[src/hw/rtl/csa_pkg.sv]
// Shared types and constants for the contiguous slot allocator.
`timescale 1ns / 1ps
`default_nettype none

package csa_pkg;

  localparam int unsigned CfgW   = 9;
  localparam int unsigned SlotW  = 8;
  localparam int unsigned CountW = 9;
  localparam int unsigned StatW  = 2;

  localparam logic ACT_ACQUIRE = 1'b0;
  localparam logic ACT_RELEASE = 1'b1;

  typedef enum logic [StatW-1:0] {
    ST_OK    = 2'd0,
    ST_NONE  = 2'd1,
    ST_FEW   = 2'd2,
    ST_NORUN = 2'd3
  } status_e;

  // Pool size as used: zero acts as one, anything above the pool acts as the pool.
  function automatic logic [CfgW-1:0] eff_size(logic [CfgW-1:0] v, int unsigned max_slots);
    logic [CfgW-1:0] r;
    if (v == '0) begin
      r = CfgW'(1);
    end else if (32'(v) > max_slots) begin
      r = CfgW'(max_slots);
    end else begin
      r = v;
    end
    return r;
  endfunction

endpackage

`default_nettype wire

[src/hw/rtl/contiguous_slot_allocator.sv]
// Top level of the first-fit contiguous slot allocator.
`timescale 1ns / 1ps
`default_nettype none

// The free map is a circular shift register of POOL_SLOTS bits that rotates one slot
// per cycle past a single read/modify point during a turn. An acquire request takes
// two full turns of the map (first-fit search, then marking), or only the search turn
// when no run fits; a release takes one turn; a zero count, or an acquire larger
// than the free total, is answered without a turn. One request is worked on at a
// time; a finished result sits in an output register so the next request can start
// while it waits. Writing the pool size register frees every slot of the new pool
// and must happen only while the block is idle.
module contiguous_slot_allocator
  import csa_pkg::*;
#(
  parameter int unsigned POOL_SLOTS = 256
) (
  input  wire                  clk_i,
  input  wire                  rst_ni,
  input  wire                  cfg_we_i,
  input  wire [CfgW-1:0]       cfg_wdata_i,
  input  wire                  in_valid_i,
  output logic                 in_stall_o,
  input  wire                  action_i,
  input  wire [SlotW-1:0]      first_slot_i,
  input  wire [CountW-1:0]     slot_count_i,
  output logic                 out_valid_o,
  input  wire                  out_stall_i,
  output logic [StatW-1:0]     status_o,
  output logic [SlotW-1:0]     grant_slot_o,
  output logic [CfgW-1:0]      free_left_o
);

  localparam int unsigned IW = $clog2(POOL_SLOTS);
  localparam int unsigned CW = (IW + 1 > 10) ? IW + 1 : 10;
  localparam logic [IW-1:0] LastIdx = IW'(POOL_SLOTS - 1);

  localparam logic [1:0] S_IDLE = 2'd0;
  localparam logic [1:0] S_SCAN = 2'd1;
  localparam logic [1:0] S_PASS = 2'd2;
  localparam logic [1:0] S_DONE = 2'd3;

  logic [1:0]            state_q;
  logic [POOL_SLOTS-1:0] map_q;
  logic [CfgW-1:0]       pool_size_q;
  logic [CfgW-1:0]       free_total_q;
  logic [IW-1:0]         idx_q;
  logic [CW-1:0]         run_q;
  logic                  found_q;
  logic [CW-1:0]         start_q;
  logic [CW-1:0]         end_q;
  logic [CountW-1:0]     count_q;
  logic                  op_q;
  status_e               res_status_q;
  logic                  out_valid_q;
  status_e               out_status_q;
  logic [SlotW-1:0]      out_start_q;
  logic [CfgW-1:0]       out_free_q;

  logic [CfgW-1:0]       lim;
  logic [CfgW-1:0]       lim_wr;
  logic                  cur_bit;
  logic                  below_lim;
  logic                  slot_free;
  logic [CW-1:0]         run_inc;
  logic                  found_now;
  logic [CW-1:0]         start_now;
  logic [CW-1:0]         start_sel;
  logic                  in_rng;
  logic                  new_bit;
  logic                  inc_free;
  logic                  last_idx;
  logic                  out_free;
  logic                  res_load;

  assign lim       = eff_size(pool_size_q, POOL_SLOTS);
  assign lim_wr    = eff_size(cfg_wdata_i, POOL_SLOTS);
  assign cur_bit   = map_q[0];
  assign below_lim = CW'(idx_q) < CW'(lim);
  assign slot_free = cur_bit && below_lim;
  assign run_inc   = run_q + CW'(1);
  assign found_now = slot_free && !found_q && (run_inc >= CW'(count_q));
  assign start_now = CW'(idx_q) + CW'(1) - CW'(count_q);
  assign start_sel = found_now ? start_now : start_q;
  assign in_rng    = (CW'(idx_q) >= start_q) && (CW'(idx_q) < end_q);
  assign last_idx  = idx_q == LastIdx;
  assign out_free  = !out_valid_q || !out_stall_i;
  assign res_load  = !cfg_we_i && state_q == S_DONE && out_free;

  always_comb begin
    new_bit  = cur_bit;
    inc_free = 1'b0;
    if (op_q == ACT_ACQUIRE) begin
      if (in_rng) begin
        new_bit = 1'b0;
      end
    end else if (in_rng && below_lim) begin
      new_bit  = 1'b1;
      inc_free = !cur_bit;
    end
  end

  always_ff @(posedge clk_i or negedge rst_ni) begin
    if (!rst_ni) begin
      state_q      <= S_IDLE;
      pool_size_q  <= CfgW'(256);
      free_total_q <= eff_size(CfgW'(256), POOL_SLOTS);
      for (int i = 0; i < POOL_SLOTS; i++) begin
        map_q[i] <= CW'(i) < CW'(eff_size(CfgW'(256), POOL_SLOTS));
      end
      idx_q        <= '0;
      run_q        <= '0;
      found_q      <= 1'b0;
      start_q      <= '0;
      end_q        <= '0;
      count_q      <= '0;
      op_q         <= ACT_ACQUIRE;
      res_status_q <= ST_OK;
      out_valid_q  <= 1'b0;
    end else begin
      if (res_load) begin
        out_valid_q <= 1'b1;
      end else if (!out_stall_i) begin
        out_valid_q <= 1'b0;
      end
      if (cfg_we_i) begin
        pool_size_q  <= cfg_wdata_i;
        free_total_q <= lim_wr;
        for (int i = 0; i < POOL_SLOTS; i++) begin
          map_q[i] <= CW'(i) < CW'(lim_wr);
        end
      end else begin
        case (state_q)
          S_IDLE: begin
            if (in_valid_i) begin
              count_q <= slot_count_i;
              op_q    <= action_i;
              idx_q   <= '0;
              run_q   <= '0;
              found_q <= 1'b0;
              start_q <= CW'(first_slot_i);
              end_q   <= CW'(first_slot_i) + CW'(slot_count_i);
              if (slot_count_i == '0) begin
                res_status_q <= ST_NONE;
                state_q      <= S_DONE;
              end else if (action_i == ACT_RELEASE) begin
                res_status_q <= ST_OK;
                state_q      <= S_PASS;
              end else if (slot_count_i > free_total_q) begin
                res_status_q <= ST_FEW;
                state_q      <= S_DONE;
              end else begin
                res_status_q <= ST_OK;
                state_q      <= S_SCAN;
              end
            end
          end
          S_SCAN: begin
            map_q <= {cur_bit, map_q[POOL_SLOTS-1:1]};
            idx_q <= last_idx ? '0 : idx_q + IW'(1);
            run_q <= slot_free ? run_inc : '0;
            if (found_now) begin
              found_q <= 1'b1;
              start_q <= start_now;
            end
            if (last_idx) begin
              if (found_q || found_now) begin
                end_q        <= start_sel + CW'(count_q);
                free_total_q <= free_total_q - count_q;
                state_q      <= S_PASS;
              end else begin
                res_status_q <= ST_NORUN;
                state_q      <= S_DONE;
              end
            end
          end
          S_PASS: begin
            map_q <= {new_bit, map_q[POOL_SLOTS-1:1]};
            idx_q <= last_idx ? '0 : idx_q + IW'(1);
            if (inc_free) begin
              free_total_q <= free_total_q + CfgW'(1);
            end
            if (last_idx) begin
              state_q <= S_DONE;
            end
          end
          S_DONE: begin
            if (out_free) begin
              state_q <= S_IDLE;
            end
          end
          default: state_q <= S_IDLE;
        endcase
      end
    end
  end

  always_ff @(posedge clk_i) begin
    if (res_load) begin
      out_status_q <= res_status_q;
      out_start_q  <= (res_status_q == ST_OK && op_q == ACT_ACQUIRE) ?
                      start_q[SlotW-1:0] : '0;
      out_free_q   <= free_total_q;
    end
  end

  assign in_stall_o   = (state_q != S_IDLE) || cfg_we_i;
  assign out_valid_o  = out_valid_q;
  assign status_o     = out_status_q;
  assign grant_slot_o = out_start_q;
  assign free_left_o  = out_free_q;

  a_free_bounded: assert property (@(posedge clk_i) disable iff (!rst_ni)
    free_total_q <= lim)
    else $error("free total exceeds pool size");

  a_fail_no_start: assert property (@(posedge clk_i) disable iff (!rst_ni)
    out_valid_o && status_o != ST_OK |-> grant_slot_o == '0)
    else $error("failed request reports a start slot");

  a_zero_count: assert property (@(posedge clk_i) disable iff (!rst_ni)
    in_valid_i && !in_stall_o && !cfg_we_i && slot_count_i == '0 |=>
    state_q == S_DONE && res_status_q == ST_NONE)
    else $error("zero count request not answered at once");

  a_scan_found: assert property (@(posedge clk_i) disable iff (!rst_ni)
    state_q == S_PASS && op_q == ACT_ACQUIRE |-> found_q)
    else $error("marking pass without a found run");

endmodule

`default_nettype wire

[config.mk]
export PLATFORM = sky130hd
export DESIGN_NAME = contiguous_slot_allocator
export DESIGN_NICKNAME = d
export VERILOG_FILES = /design/src/hw/rtl/csa_pkg.sv /design/src/hw/rtl/contiguous_slot_allocator.sv
export SDC_FILE = /design/constraint.sdc
export NUM_CORES = 1
export LEC_CHECK = 0
export ABC_CLOCK_PERIOD_IN_PS = 4300
export BUFFER_PORTS_ARGS = -buffer_cell sky130_fd_sc_hd__buf_2
export CORE_MARGIN = 2
export CORE_UTILIZATION = 57
export DETAILED_ROUTE_END_ITERATION = 10
export GPL_TIMING_DRIVEN = 0
export PLACE_DENSITY_LB_ADDON = 0.08
export SLEW_MARGIN = 25
export SYNTH_ARGS = -nofsm -noshare
export SYNTH_HDL_FRONTEND = slang
export SYNTH_SLANG_ARGS = --single-unit
[constraint.sdc]
create_clock -name clk_i -period 4.3 [get_ports clk_i]
set_input_delay 0 -clock clk_i [delete_from_list [all_inputs] [get_ports clk_i]]
set_output_delay 0 -clock clk_i [all_outputs]
set_load 0.01 [all_outputs]
==> results_dict.tcl, run 1 <==
set metrics [dict create \
    cts-root-buf "clkbuf_16" \
    routabilityCongestion 1.02 \
    io_pins 53 \
    antenna_found_initial 4 \
    ys_top_cells_by_count "o21ai_0, dfstp_2, nor2_1" \
    tightestPinTransition_ns 1.19 \
    grt_pass1_wl_um 112000 \
    seq_area_frac_synth_pct 46.1 \
    avgRoutedWirePerCell_um 27.9 \
    port_buffers 49 \
    r2r_start "count_q[1]" \
    yosysTopAreaCell "dfstp_2" \
    cts.path.max_buffers 3 \
    drc 0 \
    clk-insertion-delay-late_ns 0.57 \
    cp_top_family "compound AO/OA/AOI/OAI gates" \
    worst-path-buf-inv 3 \
    clk_pin_slew_ns 0.06 \
    first_pass_iters 10 \
    drtAntennaViolNets 0 \
    clock_skew_ns 0.0265 \
    worstSetupStartpoint "count_q[1]" \
    core.rowCount 68 \
    synth_top_area_share_pct 34.4 \
    yosysMostFrequentCell "o21ai_0" \
    finalSetupViolCount 0 \
    design.die.area_sq_um 36100 \
    hold_slack_ns 0.0328 \
    syn-mean-instance-area_sq_um 9.36 \
    drive_above_1_share_pct 21.5 \
    ys_ff_latch 347 \
    timing.final.crit_share_pct 97.4 \
    routed_wl_um 76400 \
    avgViaCountPerCell 6.65 \
    grt_start_max_net_pins 80 \
    die_w_um 190 \
    outcome "finished, final reports clean" \
    drt_iter0_drc 2320 \
    synthCells 2106 \
    final.min_clock_period_ns 4.19 \
    slew_headroom_pct 20.2 \
    crit_type "register to register" \
    rsz0062_at_grt "true" \
    dp_hpwl_um 53400 \
    ir_drop_mv 0.425 \
    syn_to_final_growth_pct 14.5 \
    crit_required_ns 4.71 \
    syn_area_sq_um 19700 \
    synth_edf_count 19 \
    crit_path_start_kind "register" \
    cellPowerDensity_nw_per_um2 695 \
    crit_path_cell_trace "inv_1, ha_1, a211oi_1, o21a_1, o211ai_4, and3b_2, buf_8, mux2i_4, inv_1, ha_4, a21oi_2, o221ai_2, o21a_1, o21a_1, nor2_2, xnor2_1, mux2i_1, a21oi_1" \
    crit_fanout 5 \
    holdCritStartpoint "cfg_wdata_i[1]" \
    arrival_ns 4.60 \
    slowest_delay_ns 0.59 \
    cts_sinks 347 \
    hold_class "primary input to register" \
    cts.htree.levels 2 \
    grt-ovfl-total 0 \
    path_common_cell "o21a_1" \
    async_flop_share_pct 94.5 \
    coreArea_sq_um 34300 \
    end_kind "register" \
    cts_tree "done" \
    grt_pass1_vias 17700 \
    die_h_um 190 \
    fillers 2837 \
    numCtsBuffers 40 \
    final_cells 2739 \
    ys_warn_count 0 \
    fmax_mhz 239 \
    maxCapViolCount 0 \
    numPlacedInstances 2618 \
    setup_tns_ns 0 \
    cp_slowest_cell "dfrtp_1" \
    synth_nets 2230 \
    synth.area.top_cells "dfstp_2, dfrtp_1, o21ai_0, mux2i_1, ha_1" \
    grt_use_total_pct 42.2 \
    synth.distinct_cells 71 \
    seqCellArea_sq_um 9100 \
    slew_violations 0 \
    multi_input_area_sq_um 10000 \
    fin_nets 2373 \
    hold_viol 0 \
    power_leakage_nw 9.42 \
    vias 18200 \
    synth_ff_type "dfstp_2" \
    start_util_pct 57.5 \
]
==> stage by stage <==
step                instance area, sq um  power [mW]  utilization [%]  setup slack, ns
floorplan                          19700        9.78                -           0.0597
global placement                   20500        11.8             59.9            -2.91
detailed placement                 20800        12.0             60.6           -0.504
CTS                                22500        15.3             65.5          -0.0199
global route                       22600        16.4             65.8          -0.0915
finish                             22600        15.7             65.9            0.111
==> state kept, by name, summed over array words and instances (netlist names), 9 cells and up <==
register / flops
pool_size_q: 9
map_q: 256
end_q: 10
free_left_o: 9
start_q: 10
count_q: 9
free_total_q: 9
run_q: 10
==> path summary, 6_finish.rpt <==
kind | slack [ns] | cells past startpoint | end
setup / recovery | 0.11 | 18 | end_q[7]
hold / removal | 0.03 | 4 | map_q[29]
setup reg to reg | 0.11 | 18 | end_q[7]
hold reg to reg | 0.49 | 0 | free_left_o[2]
max in group asynchronous | 3.04 | 5 | map_q[77]
min in group asynchronous | 0.05 | 2 | free_total_q[8]
==> what timing repair did <==
item,4_1_cts,5_1_grt
setup endpoints to repair,5,6
gates resized for setup,17,21
setup buffers,12,4
pin swaps,5,24
endpoints found under the hold margin,177,0
hold buffers,30,0
==> cells in the final DEF (no fill, tap or decap), types with 12 or more instances in the layout <==
cell,count
dfrtp_1,68
nand4_1,17
nor3_1,28
a21oi_1,163
inv_1,61
nand2_1,113
nor2b_1,34
ha_1,84
xnor2_1,21
buf_2,64
nand3_1,23
clkbuf_16,41
o21ai_0,337
edfxtp_1,19
clkbuf_1,127
dlygate4sd3_1,29
a211oi_1,23
o22ai_1,46
o21bai_1,18
nor2_1,220
buf_4,17
o21a_1,26
and2_1,14
nand2b_1,20
mux2i_1,148
a31oi_1,19
nor2_2,12
mux2_2,20
dfstp_2,258
==> cell families after synthesis <==
| group | count (synthesis) | synth area share (%) |
|---|---|---|
| AO/OA/AOI/OAI | 732 | 21.4 |
| XOR/XNOR | 34 | 1.51 |
| adder cells (fa/ha/maj) | 92 | 5.99 |
| buffers and inverters | 206 | 4.10 |
| AND/OR/NAND/NOR | 524 | 12.0 |
| flip-flops | 347 | 46.1 |
| multiplexers | 171 | 8.81 |
==> layout make-up <==
| class | count | area share, % |
|---|---|---|
| inverters | 63 | 1.05 |
| flip-flops and latches | 347 | 40.3 |
| clock inverters | 15 | 0.510 |
| diodes | 4 | 0.0443 |
| well taps | 455 | 2.52 |
| clock buffers | 58 | 4.96 |
| repair buffers | 103 | 3.74 |
| plain buffers | 141 | 2.50 |
| multi-input cells | 1553 | 44.4 |
==> power by group <==
| group | switching [mW] | internal (mW) |
|---|---|---|
| combinational | 4.22 | 2.52 |
| clock | 1.42 | 1.88 |
| sequential | 0.786 | 4.87 |
| total | 6.43 | 9.26 |
==> worst reg2reg max path, cell delays in order (launching register included) <==
cell and delay [ns]:
dfrtp_1 0.59, inv_1 0.29, ha_1 0.35, a211oi_1 0.06, o21a_1 0.22, o211ai_4 0.23
and3b_2 0.33, buf_8 0.16, mux2i_4 0.23, inv_1 0.10, ha_4 0.22, a21oi_2 0.16
o221ai_2 0.12, o21a_1 0.21, o21a_1 0.18, nor2_2 0.16, xnor2_1 0.10, mux2i_1 0.24
a21oi_1 0.11
==> layer usage <==
layer / up-vias / GRT usage [%] / wire length, um
met3: 346 / 10.4 / 8090
li1: 7830 / - / -
met2: 1204 / 65.3 / 33900
met5: - / 0 / 27
met4: 4 / 29.3 / 6140
met1: 8817 / 52.1 / 28200
(Power assumes the default switching activity.)
==> run 2, diff against run 1 <==
--- a/config.mk
+++ b/config.mk
@@ -7,6 +7,7 @@
 export LEC_CHECK = 0
 export ABC_CLOCK_PERIOD_IN_PS = 4300
 export BUFFER_PORTS_ARGS = -buffer_cell sky130_fd_sc_hd__buf_2
+export CORE_ASPECT_RATIO = 0.75
 export CORE_MARGIN = 2
 export CORE_UTILIZATION = 57
 export DETAILED_ROUTE_END_ITERATION = 10
==> run 2 against run 1 <==
The run now ends with setup timing left. Clock power rose by 1%. Die area barely moved. First-iteration DRC count rose by 30%. Clock skew fell by 0.0045 ns. Count of clock-buffer cells in the layout rose by 4.
==> results_dict.tcl, run 2 (same netlist as run 1, synthesis figures left out) <==
set metrics [dict create \
    tightestPinTransition_ns 1.24 \
    route.met2.wl_um 29600 \
    slew_headroom_pct 17.3 \
    crit_fanout 5 \
    syn_to_final_growth_pct 16.1 \
    coreArea_sq_um 33800 \
    power.share.switching_pct 41.9 \
    cts_tree "done" \
    design.die.area_sq_um 36100 \
    crit_required_ns 4.77 \
    reg2regPathDepth 18 \
    largest_reg_flops 256 \
    place_worst_setup_slack_ns -0.792 \
    cp_top_family "compound AO/OA/AOI/OAI gates" \
    rsz0062_at_grt "true" \
    vias 18900 \
    drive_above_1_share_pct 23.1 \
    start_util_pct 58.3 \
    finalSetupViolCount 5 \
    die_h_um 165 \
    worst-path-buf-inv 1 \
    crit_path_cell_trace "and4_4, nand4_1, xnor2_2, ha_1, o211ai_1, o211ai_4, and3b_2, buf_8, mux2i_1, ha_1, nand3_1, o221ai_4, o21a_1, o21a_1, nor2_4, o21ai_4, o311a_1, a21oi_2" \
    crit_type "register to register" \
    io_pins 53 \
    grt_pass1_vias 17600 \
    violations "setup timing" \
    cellPowerDensity_nw_per_um2 716 \
    hold_class "primary input to register" \
    ir_drop_mv 0.414 \
    seq_power_share_pct 34.6 \
    first_pass_iters 9 \
    cts.htree.levels 2 \
    final_util_pct 67.7 \
    power_mw 16.4 \
    cp_num_cells 18 \
    min_path_cells 3 \
    avgViaCountPerCell 6.89 \
    drt_iter0_drc 3021 \
    cts.path.max_buffers 3 \
    cp_slowest_cell "dfrtp_1" \
    slowest_delay_ns 0.38 \
    fin_nets 2380 \
    power_switching_mw 6.87 \
    avgRoutedWirePerCell_um 29.3 \
    drc 0 \
    power_leakage_nw 9.56 \
    routabilityCongestion 1.07 \
    maxCapViolCount 0 \
    layout_common_cells "o21ai_0, dfstp_2, nor2_1" \
    grt-ovfl-total 0 \
    wl_met1_um 33400 \
    crit_path_start_kind "register" \
    dp_hpwl_um 56800 \
    cts-root-buf "clkbuf_16" \
    setup_ws_ns -0.180 \
    final.min_clock_period_ns 4.48 \
    timing.final.crit_share_pct 104 \
    grt_use_total_pct 44.4 \
    clk-insertion-delay-late_ns 0.55 \
    layout_commonest_cell "o21ai_0" \
    port_buffers 49 \
    core.rowCount 58 \
    clock_skew_ns 0.0220 \
    arrival_ns 4.95 \
    clk_pin_slew_ns 0.07 \
    grt_start_max_net_pins 79 \
    regMostFlops "map_q" \
    antenna_found_initial 6 \
    end_kind "register" \
    grt_pass1_wl_um 116000 \
    drtAntennaViolNets 0 \
    die_w_um 219 \
    setup_tns_ns -0.608 \
    outcome "complete, but fails checks" \
    intPower_mw 9.53 \
    wl_met3_um 14000 \
    hold_viol 0 \
    fmax_mhz 223 \
    numCtsBuffers 37 \
    clkPwrFrac_pct 20.4 \
    hold_slack_ns 0.0377 \
    routed.top_layer "met5" \
    slew_violations 0 \
    cts_sinks 347 \
    share_comb_of_total_power_pct 45.0 \
    routed_wl_um 80400 \
]
-- run 2: worst paths after layout --
kind | from | end | slack [ns]
max | run_q[2] | end_q[9] | -0.18
min | in_valid_i | count_q[2] | 0.04
max in group asynchronous | rst_ni | map_q[205] | 2.43
max reg2reg | run_q[2] | end_q[9] | -0.18
min reg2reg | map_q[148] | map_q[148] | 0.50
min in group asynchronous | rst_ni | start_q[0] | 0.46
-- run 2: through the flow --
step,instance area (sq um),instances
after floorplan,19700,2106
after global placement,20500,2605
after detailed placement,20800,2613
after CTS,22600,2729
after global routing,22900,2738
final,22900,2744
-- run 2: power by group through the flow --
stage	clock network [mW]	logic [mW]	registers [mW]
after floorplan	0	4.45	5.33
after global placement	0	6.31	5.61
after detailed placement	0	6.47	5.64
after CTS	3.33	6.72	5.61
after global routing	3.46	7.82	5.75
final	3.34	7.38	5.67
-- run 2: repair_timing --
action                                  4_1_cts  5_1_grt
hold endpoints to repair                     87        0
resized for setup                            34       43
pin swaps                                    20       33
endpoints found under the setup margin        7        6
hold buffers                                 27        0
setup buffers                                22        8
-- run 2: per-layer routing --
metal	up-vias	track usage [%]
met5	-	0.417
met4	4	16.6
met3	259	22.8
met2	1499	55.3
met1	9253	64.0
li1	7899	-
-- run 2: final cells by class --
class | instances | area, sq um
fill | 2790 | 10900
inverter | 63 | 240
antenna | 9 | 22.5
sequential | 347 | 9100
multi-input combinational | 1553 | 10200
clock buffer | 62 | 1220
buffer | 141 | 566
tap | 450 | 563
clock inverter | 6 | 36.3
timing repair buffer | 113 | 936
-- run 2: worst reg2reg max path, delay by kind of cell, from the launching register on --
kind	cells	cell delay, ns
compound gates	8	1.55
simple gates	5	1.14
fa+ha+maj	2	0.66
flops	1	0.38
mux	1	0.27
xor+xnor	1	0.22
buf+inv	1	0.17
